**src/apf_pkg.sv**
```systemverilog
// ---------------------------------------------------------------------------
// apf_pkg - ancillary packet formatter shared types
// Request and response payload types, the word burst passed from the
// formatter to the output buffer, and the word coding helpers.
// ---------------------------------------------------------------------------
`default_nettype none

package apf_pkg;

   localparam int MAX_WORDS = 8;
   localparam int COUNT_W   = 4;
   localparam int IDX_W     = 3;

   localparam logic [4:0] DEPTH_OK  = 5'd10;
   localparam logic [9:0] ADF_ZERO  = 10'h000;
   localparam logic [9:0] ADF_ONES  = 10'h3ff;

   // burst lengths
   localparam logic [COUNT_W-1:0] CNT_ERROR     = 4'd1;
   localparam logic [COUNT_W-1:0] CNT_DATA      = 4'd1;
   localparam logic [COUNT_W-1:0] CNT_DATA_END  = 4'd2;
   localparam logic [COUNT_W-1:0] CNT_START     = 4'd7;
   localparam logic [COUNT_W-1:0] CNT_START_END = 4'd8;

   typedef struct packed {
      logic       start_req;
      logic [7:0] did_code;
      logic [7:0] sdid_code;
      logic [7:0] byte_count;
      logic [7:0] data_byte;
   } req_type;

   typedef struct packed {
      logic [9:0] word;
      logic       last_word;
      logic       error;
   } rsp_type;

   typedef struct packed {
      rsp_type [MAX_WORDS-1:0] words;
      logic [COUNT_W-1:0]      count;
   } burst_type;

   // 8-bit value with even parity in bit 8 and its inverse in bit 9
   function automatic logic [9:0] code_byte(input logic [7:0] v);
      logic p;
      p = ^v;
      return {~p, p, v};
   endfunction

   // checksum word: 9-bit sum with inverse of bit 8 in bit 9
   function automatic logic [9:0] checksum_word(input logic [8:0] s);
      return {~s[8], s};
   endfunction

endpackage

`default_nettype wire

```
**src/anc_packet_formatter_unit.sv**
```systemverilog
// ---------------------------------------------------------------------------
// anc_packet_formatter_unit - 10-bit ancillary packet formatter
// Builds ancillary packets (flag, DID, SDID, DC, data, checksum) from
// start and data requests.
// ---------------------------------------------------------------------------
`default_nettype none

// A request passes an input register, then the formatter turns it into a
// burst of one to eight packet words in a single cycle, which the output
// buffer hands out one word per accepted response. A one-word data request
// is taken every cycle while rsp_ready is high; a request of n words holds
// the single response port until all n are taken (7 or 8 for a start, 2
// for the last data byte), so the sustained rate is one response word per
// cycle while rsp_ready is high. Rejected starts (bad word depth, zero DID,
// SDID or count) and data with no open packet yield one word 0 with
// last_word and error set. word_depth is written through csr_wr_en /
// csr_wr_data; the user must do so only while the block is idle (unenforced).

module anc_packet_formatter_unit
   import apf_pkg::*;
(
   input  wire logic       clock,
   input  wire logic       reset,
   // configuration
   input  wire logic       csr_wr_en,
   input  wire logic [4:0] csr_wr_data,
   // request channel
   input  wire logic       req_valid,
   output logic            req_ready,
   input  wire req_type    req_payload,
   // response channel
   output logic            rsp_valid,
   input  wire logic       rsp_ready,
   output rsp_type         rsp_payload
);

   logic [4:0] word_depth_ff;
   logic       in_valid_ff;
   req_type    in_item_ff;

   burst_type  burst;
   logic       fire;        // input register hands its request to the formatter
   logic       load_ok;     // buffer free now or freeing this cycle
   logic       fmt_active;
   logic [IDX_W-1:0] burst_last_idx;
   logic       burst_ends;

   // configuration register
   always_ff @(posedge clock) begin
      if (reset) begin
         word_depth_ff <= DEPTH_OK;
      end else if (csr_wr_en) begin
         word_depth_ff <= csr_wr_data;
      end
   end

   // input register: refilled in the same cycle it drains
   assign fire      = in_valid_ff && load_ok;
   assign req_ready = !in_valid_ff || fire;

   always_ff @(posedge clock) begin
      if (reset) begin
         in_valid_ff <= 1'b0;
      end else if (req_valid && req_ready) begin
         in_valid_ff <= 1'b1;
      end else if (fire) begin
         in_valid_ff <= 1'b0;
      end
   end

   always_ff @(posedge clock) begin
      if (req_valid && req_ready) begin
         in_item_ff <= req_payload;
      end
   end

   // burst generation and packet state
   apf_formatter u_formatter (
      .clock      (clock),
      .reset      (reset),
      .word_depth (word_depth_ff),
      .item       (in_item_ff),
      .fire       (fire),
      .burst      (burst),
      .active     (fmt_active)
   );

   // one word per response
   apf_burst_buffer u_buffer (
      .clock       (clock),
      .reset       (reset),
      .burst       (burst),
      .load        (fire),
      .load_ok     (load_ok),
      .rsp_valid   (rsp_valid),
      .rsp_ready   (rsp_ready),
      .rsp_payload (rsp_payload)
   );

   // final word of the burst being loaded
   assign burst_last_idx = IDX_W'(burst.count - 4'd1);
   assign burst_ends     = burst.words[burst_last_idx].last_word;

`ifndef SYNTH
   // every burst holds between one and eight words
   a_burst_count: assert property (@(posedge clock) disable iff (reset)
      fire |-> (burst.count != '0) && (burst.count <= CNT_START_END))
      else $error("burst length out of range");

   // a burst ending in a last word leaves no packet open
   a_closed_after_last: assert property (@(posedge clock) disable iff (reset)
      (fire && burst_ends) |=> !fmt_active)
      else $error("packet still open after last word");

   // error responses are a lone zero word that closes the burst
   a_error_word: assert property (@(posedge clock) disable iff (reset)
      (rsp_valid && rsp_payload.error) |->
         (rsp_payload.last_word && (rsp_payload.word == ADF_ZERO)))
      else $error("malformed error response");
`endif

endmodule

`default_nettype wire

```
**src/apf_formatter.sv**
```systemverilog
// ---------------------------------------------------------------------------
// apf_formatter - packet state and word burst generation
// Turns one request into its burst of packet words and keeps the
// open packet state (active, bytes left, running sum).
// ---------------------------------------------------------------------------
`default_nettype none

module apf_formatter
   import apf_pkg::*;
(
   input  wire logic       clock,
   input  wire logic       reset,
   input  wire logic [4:0] word_depth,
   input  wire req_type    item,
   input  wire logic       fire,
   output burst_type       burst,
   output logic            active
);

   logic       active_ff, active_in;
   logic [7:0] bytes_left_ff, bytes_left_in;
   logic [8:0] running_sum_ff, running_sum_in;

   logic [9:0] did_w, sdid_w, cnt_w, data_w;
   logic [8:0] sum_start, sum_data;
   logic [7:0] left_next;
   logic       reject;

   assign did_w  = code_byte(item.did_code);
   assign sdid_w = code_byte(item.sdid_code);
   assign cnt_w  = code_byte(item.byte_count);
   assign data_w = code_byte(item.data_byte);

   assign sum_start = did_w[8:0] + sdid_w[8:0] + cnt_w[8:0] + data_w[8:0];
   assign sum_data  = running_sum_ff + data_w[8:0];
   assign left_next = bytes_left_ff - 8'd1;

   assign reject = (word_depth != DEPTH_OK) || (item.did_code == 8'd0) ||
                   (item.sdid_code == 8'd0) || (item.byte_count == 8'd0);

   always_comb begin
      burst          = '0;
      active_in      = active_ff;
      bytes_left_in  = bytes_left_ff;
      running_sum_in = running_sum_ff;
      if (item.start_req) begin
         if (reject) begin
            burst.words[0] = '{word: ADF_ZERO, last_word: 1'b1, error: 1'b1};
            burst.count    = CNT_ERROR;
            active_in      = 1'b0;
            bytes_left_in  = 8'd0;
            running_sum_in = 9'd0;
         end else begin
            burst.words[0] = '{word: ADF_ZERO, last_word: 1'b0, error: 1'b0};
            burst.words[1] = '{word: ADF_ONES, last_word: 1'b0, error: 1'b0};
            burst.words[2] = '{word: ADF_ONES, last_word: 1'b0, error: 1'b0};
            burst.words[3] = '{word: did_w,    last_word: 1'b0, error: 1'b0};
            burst.words[4] = '{word: sdid_w,   last_word: 1'b0, error: 1'b0};
            burst.words[5] = '{word: cnt_w,    last_word: 1'b0, error: 1'b0};
            burst.words[6] = '{word: data_w,   last_word: 1'b0, error: 1'b0};
            if (item.byte_count == 8'd1) begin
               // single byte packet closes right away
               burst.words[7] = '{word: checksum_word(sum_start), last_word: 1'b1,
                                  error: 1'b0};
               burst.count    = CNT_START_END;
               active_in      = 1'b0;
               bytes_left_in  = 8'd0;
               running_sum_in = 9'd0;
            end else begin
               burst.count    = CNT_START;
               active_in      = 1'b1;
               bytes_left_in  = item.byte_count - 8'd1;
               running_sum_in = sum_start;
            end
         end
      end else if (!active_ff) begin
         // data while idle, state kept
         burst.words[0] = '{word: ADF_ZERO, last_word: 1'b1, error: 1'b1};
         burst.count    = CNT_ERROR;
      end else begin
         burst.words[0] = '{word: data_w, last_word: 1'b0, error: 1'b0};
         if (left_next == 8'd0) begin
            burst.words[1] = '{word: checksum_word(sum_data), last_word: 1'b1,
                               error: 1'b0};
            burst.count    = CNT_DATA_END;
            active_in      = 1'b0;
            bytes_left_in  = 8'd0;
            running_sum_in = 9'd0;
         end else begin
            burst.count    = CNT_DATA;
            bytes_left_in  = left_next;
            running_sum_in = sum_data;
         end
      end
   end

   always_ff @(posedge clock) begin
      if (reset) begin
         active_ff      <= 1'b0;
         bytes_left_ff  <= 8'd0;
         running_sum_ff <= 9'd0;
      end else if (fire) begin
         active_ff      <= active_in;
         bytes_left_ff  <= bytes_left_in;
         running_sum_ff <= running_sum_in;
      end
   end

   assign active = active_ff;

endmodule

`default_nettype wire

```
**src/apf_burst_buffer.sv**
```systemverilog
// ---------------------------------------------------------------------------
// apf_burst_buffer - response word serializer
// Holds one burst of packet words and hands them out one per
// accepted response.
// ---------------------------------------------------------------------------
`default_nettype none

module apf_burst_buffer
   import apf_pkg::*;
(
   input  wire logic      clock,
   input  wire logic      reset,
   input  wire burst_type burst,
   input  wire logic      load,
   output logic           load_ok,
   output logic           rsp_valid,
   input  wire logic      rsp_ready,
   output rsp_type        rsp_payload
);

   rsp_type [MAX_WORDS-1:0] words_ff;
   logic [COUNT_W-1:0]      count_ff;
   logic [IDX_W-1:0]        idx_ff;
   logic                    taken, last_out;

   assign rsp_valid   = (count_ff != '0);
   assign rsp_payload = words_ff[idx_ff];
   assign taken       = rsp_valid && rsp_ready;
   assign last_out    = taken && ({1'b0, idx_ff} == (count_ff - 4'd1));
   assign load_ok     = !rsp_valid || last_out;

   always_ff @(posedge clock) begin
      if (reset) begin
         count_ff <= '0;
         idx_ff   <= '0;
      end else if (load) begin
         count_ff <= burst.count;
         idx_ff   <= '0;
      end else if (last_out) begin
         count_ff <= '0;
         idx_ff   <= '0;
      end else if (taken) begin
         idx_ff <= idx_ff + 3'd1;
      end
   end

   // payload, no reset
   always_ff @(posedge clock) begin
      if (load) begin
         words_ff <= burst.words;
      end
   end

endmodule

`default_nettype wire

```
**config.mk**
```make
export PLATFORM = sky130hd
export DESIGN_NAME = anc_packet_formatter_unit
export DESIGN_NICKNAME = d
export VERILOG_FILES = /design/src/apf_pkg.sv /design/src/anc_packet_formatter_unit.sv /design/src/apf_formatter.sv /design/src/apf_burst_buffer.sv
export SDC_FILE = /design/constraint.sdc
export NUM_CORES = 1
export LEC_CHECK = 0
export BUFFER_PORTS_ARGS = -buffer_cell sky130_fd_sc_hd__buf_2
export CAP_MARGIN = 15
export CORE_UTILIZATION = 56
export CTS_BUF_LIST = sky130_fd_sc_hd__clkbuf_8
export CTS_CLUSTER_DIAMETER = 100
export DETAILED_ROUTE_END_ITERATION = 7
export PLACE_DENSITY = 0.81
export SYNTH_ARGS = -nofsm -noshare
export SYNTH_HDL_FRONTEND = slang
export SYNTH_SLANG_ARGS = --single-unit
```
**constraint.sdc**
```tcl
create_clock -name clock -period 4.2 [get_ports clock]
set_input_delay 0.42 -clock clock [delete_from_list [all_inputs] [get_ports clock]]
set_output_delay 0.42 -clock clock [all_outputs]
set_load 0.02 [all_outputs]
```
==> results of run 1 <==
-- per-stage QoR --
step	instance area [µm²]	utilization [%]	total power, W	setup slack, ns	hold slack, ns
finish	8178	64.28	0.003460	0.5736	0.1500
CTS	8178	64.28	0.003465	0.6050	0.1250
detailed placement	7849	61.69	0.002547	0.6330	0.4651
floorplan	7366	-	0.002319	0.7044	0.4327
global placement	7849	61.69	0.002523	0.6867	0.4505
global route	8178	64.28	0.003615	0.4084	0.1201
-- per-layer routing --
metal | vias up | track usage, % | wire (µm)
li1 | 2323 | - | -
met1 | 2414 | 35.18 | 6846
met2 | 203 | 41.89 | 7874
met3 | 31 | 7.628 | 1328
met4 | 0 | 9.958 | 412
met5 | - | 0 | 0
-- flip-flops by register name, summed over array words and instances (netlist names) --
signal	cells
u_formatter.running_sum_ff	9
word_depth_ff	5
u_formatter.active	1
u_formatter.bytes_left_ff	8
u_buffer.count_ff	4
in_valid_ff	1
u_buffer.words_ff	74
u_buffer.idx_ff	3
in_item_ff	33
-- worst reg2reg max path, delay by kind of cell (launching register included) --
family                   cells  cell delay [ns]
AO/OA/AOI/OAI                6             1.02
XOR/XNOR                     1             0.25
adder cells (fa/ha/maj)      4             1.65
buffers and inverters        2             0.17
flip-flops                   1             0.44
-- layout by cell type (no fill, tap or decap), drive strengths merged, types with 2 or more instances in the layout --
cell type / n
edfxtp: 107
nand3: 7
buf: 67
xnor2: 35
o21bai: 5
o22a: 2
a22oi: 3
nor4b: 3
mux4: 12
nor2b: 13
and3: 2
o21ai: 23
a31oi: 4
clkinv: 8
a21oi: 33
nor3: 7
a221oi: 3
xor2: 12
clkbuf: 17
nor2: 84
o221ai: 9
nand2: 20
o21a: 4
and2: 17
mux2i: 13
o211a: 3
xnor3: 2
clkinvlp: 2
dfxtp: 31
inv: 65
a211oi: 3
nand4: 5
nor4: 2
o22ai: 2
a21o: 3
fa: 17
ha: 34
mux2: 2
-- cell type report --
type	count	share of cell area [%]
clock buffers	17	2.861
clock inverters	15	1.163
inverters	61	2.800
multi-input cells	397	39.23
flip-flops and latches	138	46.88
well taps	172	2.632
repair buffers	67	4.437
-- cell usage after synthesis, drive strengths merged, types with 3 or more instances --
master  number
xnor2       35
dfxtp       31
a221oi       3
mux4        12
nor2        84
o211a        3
nand2       20
o221ai       9
a211oi       3
edfxtp     107
a22oi        3
and2        17
buf         12
a21oi       33
a21o         3
clkbuf      13
xor2        12
mux2i       13
inv         61
ha          34
nor4b        3
nand3        7
o21a         4
nor2b       13
o21bai       5
fa          17
o21ai       23
nor3         7
a31oi        4
nand4        5
-- power groups by stage --
stage / clock (W) / combinational [W] / sequential [W]
floorplan: 0 / 0.000683 / 0.00164
global placement: 0 / 0.000874 / 0.00165
detailed placement: 0 / 0.000894 / 0.00165
CTS: 0.000941 / 0.000901 / 0.00162
global route: 0.000997 / 0.000986 / 0.00163
finish: 0.000929 / 0.000907 / 0.00162
-- worst paths after layout --
path | slack (ns) | cells after the start | endpoint
setup / recovery | 0.57 | 13 | u_formatter.running_sum_ff[7]$_SDFFE_PP0P_
hold / removal | 0.15 | 1 | in_item_ff[14]$_DFFE_PP_
setup reg to reg | 0.57 | 13 | u_formatter.running_sum_ff[7]$_SDFFE_PP0P_
hold reg to reg | 0.48 | 2 | word_depth_ff[3]$_SDFFE_PP1P_
-- cells by family after synthesis --
family	after synthesis
adders and majority gates	51
buffers and inverters	86
muxes	27
AOI/OAI and AO/OA	105
xor gates and xnor gates	49
and+or+nand+nor	165
DFF	138
==> flow_metrics.env, run 1 <==
export IMPL_outcome="complete, no violations"
export IMPL_crit_path_end_kind="flip-flop"
export IMPL_route_detailed_wl_per_inst_um=18.99
export IMPL_swShare_pct=30.93
export IMPL_ioPinCount=57
export IMPL_min_period_ns=3.626
export IMPL_clkPwrFrac_pct=26.9
export IMPL_htreeDepth=4
export IMPL_cts_tree="done"
export IMPL_synth_seq_cells=138
export IMPL_grt_max_degree=47
export IMPL_max_vdd_ir_drop_uv=226.0
export IMPL_p_leak_nw=3.286
export IMPL_ys_warnings_count=0
export IMPL_synth_area_mux_share_pct=5.747
export IMPL_min_path_type="primary input to flip-flop"
export IMPL_crit_chain="inv_1, fa_1, inv_1, fa_1, ha_1, fa_1, a21o_1, a21oi_1, o21bai_1, a21oi_1, xor2_1, o221ai_2, o211a_1"
export IMPL_layout_nets=776
export IMPL_numClockSinks=138
export IMPL_antenna_left=0
export IMPL_worstHoldStart="req_payload[14]"
export IMPL_synthCells=621
export IMPL_synth_simple_area_share_pct=10.81
export IMPL_rows=41
export IMPL_path_buf_inv=2
export IMPL_post_cts_buffers=0
export IMPL_fp_dieW_um=116.6
export IMPL_synth_nets=715
export IMPL_synth_largest_area_cell="edfxtp_1"
export IMPL_core_area_um2=12720
export IMPL_power_switching_w=0.001070
export IMPL_n_antenna_cell=0
export IMPL_clock_tree_buffer_depth=2
export IMPL_area_delta_synth_final_pct=11.14
export IMPL_tightest_slew_ns=1.006
export IMPL_slowest_delay_ns=0.54
export IMPL_crit_path_max_fanout=5
export IMPL_startpoint_type="flip-flop"
export IMPL_clk_pin_slew_ns=0.08
export IMPL_die_area_um2=13600
export IMPL_grt_usage_pct=26.58
export IMPL_fin_skew_ns=0.01319
export IMPL_slew_headroom_pct=32.84
export IMPL_grt_antenna_before_repair=0
export IMPL_first_pass_iters=5
export IMPL_powerDensity_nw_per_um2=423.1
export IMPL_vias=4971
export IMPL_path_common_cell="fa_1"
export IMPL_yosysTopAreaCellShare_pct=43.67
export IMPL_port_buffers=56
export IMPL_multiInputGateArea_um2=3208
export IMPL_synth_edf_count=107
export IMPL_grt_pass1_wl_mm=25.76
export IMPL_layoutNonFillerInstCount=867
export IMPL_finalSetupViolations=0
export IMPL_startpoint="in_item_ff[1]$_DFFE_PP_"
export IMPL_overflow=0
export IMPL_gp_congestion=0.9210
export IMPL_ys_types=60
export IMPL_n_fill_cell=1021
export IMPL_ys_seq_area_share_pct=52.10
export IMPL_synthXorXnorAreaFrac_pct=6.308
export IMPL_drive_above_1_share_pct=17.99
export IMPL_p_int_w=0.002390
export IMPL_place_inst=835
export IMPL_worstPathArrival_ns=3.96
export IMPL_rsz0062_at_grt="false"
export IMPL_drt_iter0_markers=472
export IMPL_wl_mm=16.46
export IMPL_cts_buffers=17
export IMPL_post_synth_fa_ha_maj_area_fraction_pct=10.41
export IMPL_hold_violations=0
export IMPL_synth_top_family_by_area="simple AND/OR/NAND/NOR gates"
export IMPL_dp_hpwl_mm=11.89
export IMPL_initial_core_util_pct=57.84
export IMPL_slew_violations=0
export IMPL_required_ns=4.53
export IMPL_r2r_start="in_item_ff[1]$_DFFE_PP_"
export IMPL_fmax_mhz=275.8
export IMPL_vias_per_cell=5.734
export IMPL_clk_latency_ns=0.44
export IMPL_die_h_um=116.6
export IMPL_p_seq_share_pct=46.9
export IMPL_synth_compound_area_share_pct=9.845
export IMPL_crit_family="adder cells"
export IMPL_postCtsHoldBufs=0
export IMPL_drc=0
export IMPL_synth_flop_cell="edfxtp_1"
export IMPL_avgSynthCellArea_um2=11.85
export IMPL_maxCapViolCount=0
export IMPL_ys_top_cells_by_area="edfxtp_1 44%, dfxtp_1 8.4%, ha_1 5.8%"
export IMPL_regArea_um2=3834
export IMPL_power_frac_comb_pct=26.2
export IMPL_tns_ns=0
export IMPL_cp_slowest_cell="fa_1"
export IMPL_cts_root_buffer="clkbuf_8"
export IMPL_cts_resized=0
export IMPL_async_flop_share_pct=0
export IMPL_syn_area_um2=7358
export IMPL_post_route_period_util_pct=86.34
export IMPL_grt_pass1_vias=4829
export IMPL_path_class="flip-flop to flip-flop"
Note: power is estimated with default switching activity, not from simulation.
==> run 2: changes to the inputs <==
ABC_AREA = 1   (was default)
CORE_UTILIZATION = 57   (was 56)
PLACE_DENSITY = 0.82   (was 0.81)
==> flow_metrics.env, run 2 <==
export IMPL_synth_flop_cell="edfxtp_1"
export IMPL_die_area_um2=13830
export IMPL_drive_above_1_share_pct=12.40
export IMPL_post_cts_buffers=0
export IMPL_async_flop_share_pct=0
export IMPL_synth_nets=918
export IMPL_grt_usage_pct=27.28
export IMPL_vias_per_cell=5.528
export IMPL_outcome="complete, no violations"
export IMPL_worstPathArrival_ns=3.70
export IMPL_fin_skew_ns=0.009952
export IMPL_gp_congestion=0.9401
export IMPL_layout_nets=976
export IMPL_maxCapViolCount=0
export IMPL_drc=0
export IMPL_ys_top_cells_by_area="edfxtp_1 42%, dfxtp_1 8.1%, nand2_1 7.0%"
export IMPL_clk_latency_ns=0.44
export IMPL_vias=5898
export IMPL_powerDensity_nw_per_um2=425.9
export IMPL_area_delta_synth_final_pct=11.26
export IMPL_first_pass_iters=6
export IMPL_routed_wl_met2_mm=8.011
export IMPL_grt_max_degree=81
export IMPL_cts_buffers=17
export IMPL_rsz0062_at_grt="false"
export IMPL_wl_met3_mm=1.650
export IMPL_cts_tree="done"
export IMPL_route_detailed_wl_per_inst_um=16.97
export IMPL_tightest_slew_ns=0.7738
export IMPL_die_h_um=117.6
export IMPL_min_path_type="primary input to flip-flop"
export IMPL_clock_tree_buffer_depth=2
export IMPL_synth_seq_cells=138
export IMPL_hold_violations=0
export IMPL_path_class="flip-flop to flip-flop"
export IMPL_synthCells=824
export IMPL_grt_pass1_wl_mm=28.62
export IMPL_overflow=0
export IMPL_port_buffers=56
export IMPL_antenna_left=0
export IMPL_rows=41
export IMPL_avgSynthCellArea_um2=9.241
export IMPL_grt_antenna_before_repair=0
export IMPL_dp_hpwl_mm=13.34
export IMPL_required_ns=4.53
export IMPL_crit_path_end_kind="flip-flop"
export IMPL_finalSetupViolations=0
export IMPL_initial_core_util_pct=59.38
export IMPL_routed_top_layer="met4"
export IMPL_htreeDepth=4
export IMPL_fmax_mhz=297.3
export IMPL_synthTopCellsByCount="142 x nand2_1, 134 x nor2_1, 107 x edfxtp_1"
export IMPL_layout_commonest_cell="nand2_1"
export IMPL_slew_violations=0
export IMPL_fp_dieW_um=117.6
export IMPL_synth_largest_area_cell="edfxtp_1"
export IMPL_n_antenna_cell=0
export IMPL_tns_ns=0
export IMPL_ys_warnings_count=0
export IMPL_wl_mm=18.11
export IMPL_numClockSinks=138
export IMPL_largest_reg_flops=74
export IMPL_regMostFlops="u_buffer.words_ff"
export IMPL_max_vdd_ir_drop_uv=301.3
export IMPL_syn_area_um2=7615
export IMPL_postCtsHoldBufs=0
export IMPL_drt_iter0_markers=740
export IMPL_slew_headroom_pct=48.36
export IMPL_power_w=0.003608
export IMPL_yosysTopAreaCellShare_pct=42.20
export IMPL_cts_root_buffer="clkbuf_8"
export IMPL_reg_top3="u_buffer.words_ff: 74 flops, in_item_ff: 33 flops, u_formatter.running_sum_ff: 9 flops"
export IMPL_clk_pin_slew_ns=0.08
export IMPL_core_area_um2=12820
export IMPL_ys_seq_area_share_pct=50.35
export IMPL_crit_path_max_fanout=5
export IMPL_ioPinCount=57
export IMPL_layout_common_cells="142 x nand2_1, 134 x nor2_1, 107 x edfxtp_1"
export IMPL_post_route_period_util_pct=80.08
export IMPL_ys_types=45
export IMPL_startpoint_type="flip-flop"
export IMPL_synth_most_common_cell="nand2_1"
export IMPL_grt_pass1_vias=5460
export IMPL_min_period_ns=3.363
export IMPL_cts_resized=0
export IMPL_synth_edf_count=107
export IMPL_p_leak_nw=3.773
export IMPL_wl_met1_mm=7.703
==> run 2: cell count changes in the layout (fill, tap and decap cells not counted), moves of 12 or more <==
cell / before / now
nand3_1: 7 / 28
xnor2_1: 34 / 18
nand2_1: 20 / 142
nor2_1: 82 / 134
mux2i_1: 13 / 0
o21ai_0: 4 / 46
nor2b_1: 13 / 0
inv_1: 62 / 105
and2_1: 17 / 0
mux4_2: 12 / 0
o21ai_1: 19 / 7
==> run 2: final cells by class <==
type                            count  area (µm²)
Inverter                          110       414.1
Clock inverter                     13       150.1
Timing Repair Buffer               62       337.8
Tap cell                          172       215.2
Multi-Input combinational cell    553        3259
Clock buffer                       19       261.5
Sequential cell                   138        3834
Fill cell                        1014        4353
==> run 2: critical path: stages, from the launching register on <==
cell and delay, ns:
edfxtp_1 0.48, inv_1 0.16, fa_1 0.55, inv_1 0.05, fa_1 0.45, ha_1 0.26, fa_1 0.42, nand3_1 0.09
nand2_1 0.08, a21oi_1 0.13, o21ai_0 0.12, xnor2_1 0.23, o21ai_1 0.09, nor2_1 0.10, nor2_1 0.04
==> run 2: logic make-up after synthesis <==
family / synth area share (%)
buffers and inverters: 6.852
and+or+nand+nor: 18.39
adders and majority gates: 10.06
DFF: 50.35
AOI/OAI and AO/OA: 10.68
xor gates and xnor gates: 3.681
==> run 2: worst paths after layout <==
path,start,slack [ns],to,depth (start not counted)
worst max-delay path,in_item_ff[1]$_DFFE_PP_,0.84,u_formatter.running_sum_ff[7]$_SDFFE_PP0P_,14
worst min-delay path,req_payload[7],0.15,in_item_ff[7]$_DFFE_PP_,1
worst max register to register,in_item_ff[1]$_DFFE_PP_,0.84,u_formatter.running_sum_ff[7]$_SDFFE_PP0P_,14
worst min register to register,word_depth_ff[1]$_SDFFE_PP1P_,0.46,word_depth_ff[1]$_SDFFE_PP1P_,2
==> run 2: power breakdown <==
group	switching (W)	total [W]	internal [W]
logic	0.000570	0.000872	0.000303
registers	0.0000445	0.00162	0.00158
clock network	0.000502	0.00112	0.000614
total	0.00112	0.00361	0.00249
==> run 2: metal layers <==
layer / track usage [%] / vias to the layer above
li1: - / 2866
met1: 38.67 / 2702
met2: 40.61 / 283
met3: 4.942 / 47
met4: 13.14 / 0
met5: 0 / -
==> run 2: per-stage QoR <==
step | hold slack [ns] | cells | instance area (µm²) | setup slack (ns) | util [%]
after floorplan | 0.4292 | 824 | 7615 | 1.012 | -
after CTS | 0.1309 | 1067 | 8472 | 0.8736 | 66.06
after global routing | 0.1269 | 1067 | 8472 | 0.6589 | 66.06
after detailed placement | 0.4492 | 1035 | 8060 | 0.8971 | 62.85
after global placement | 0.4433 | 1035 | 8060 | 1.045 | 62.85
final | 0.1520 | 1067 | 8472 | 0.8367 | 66.06
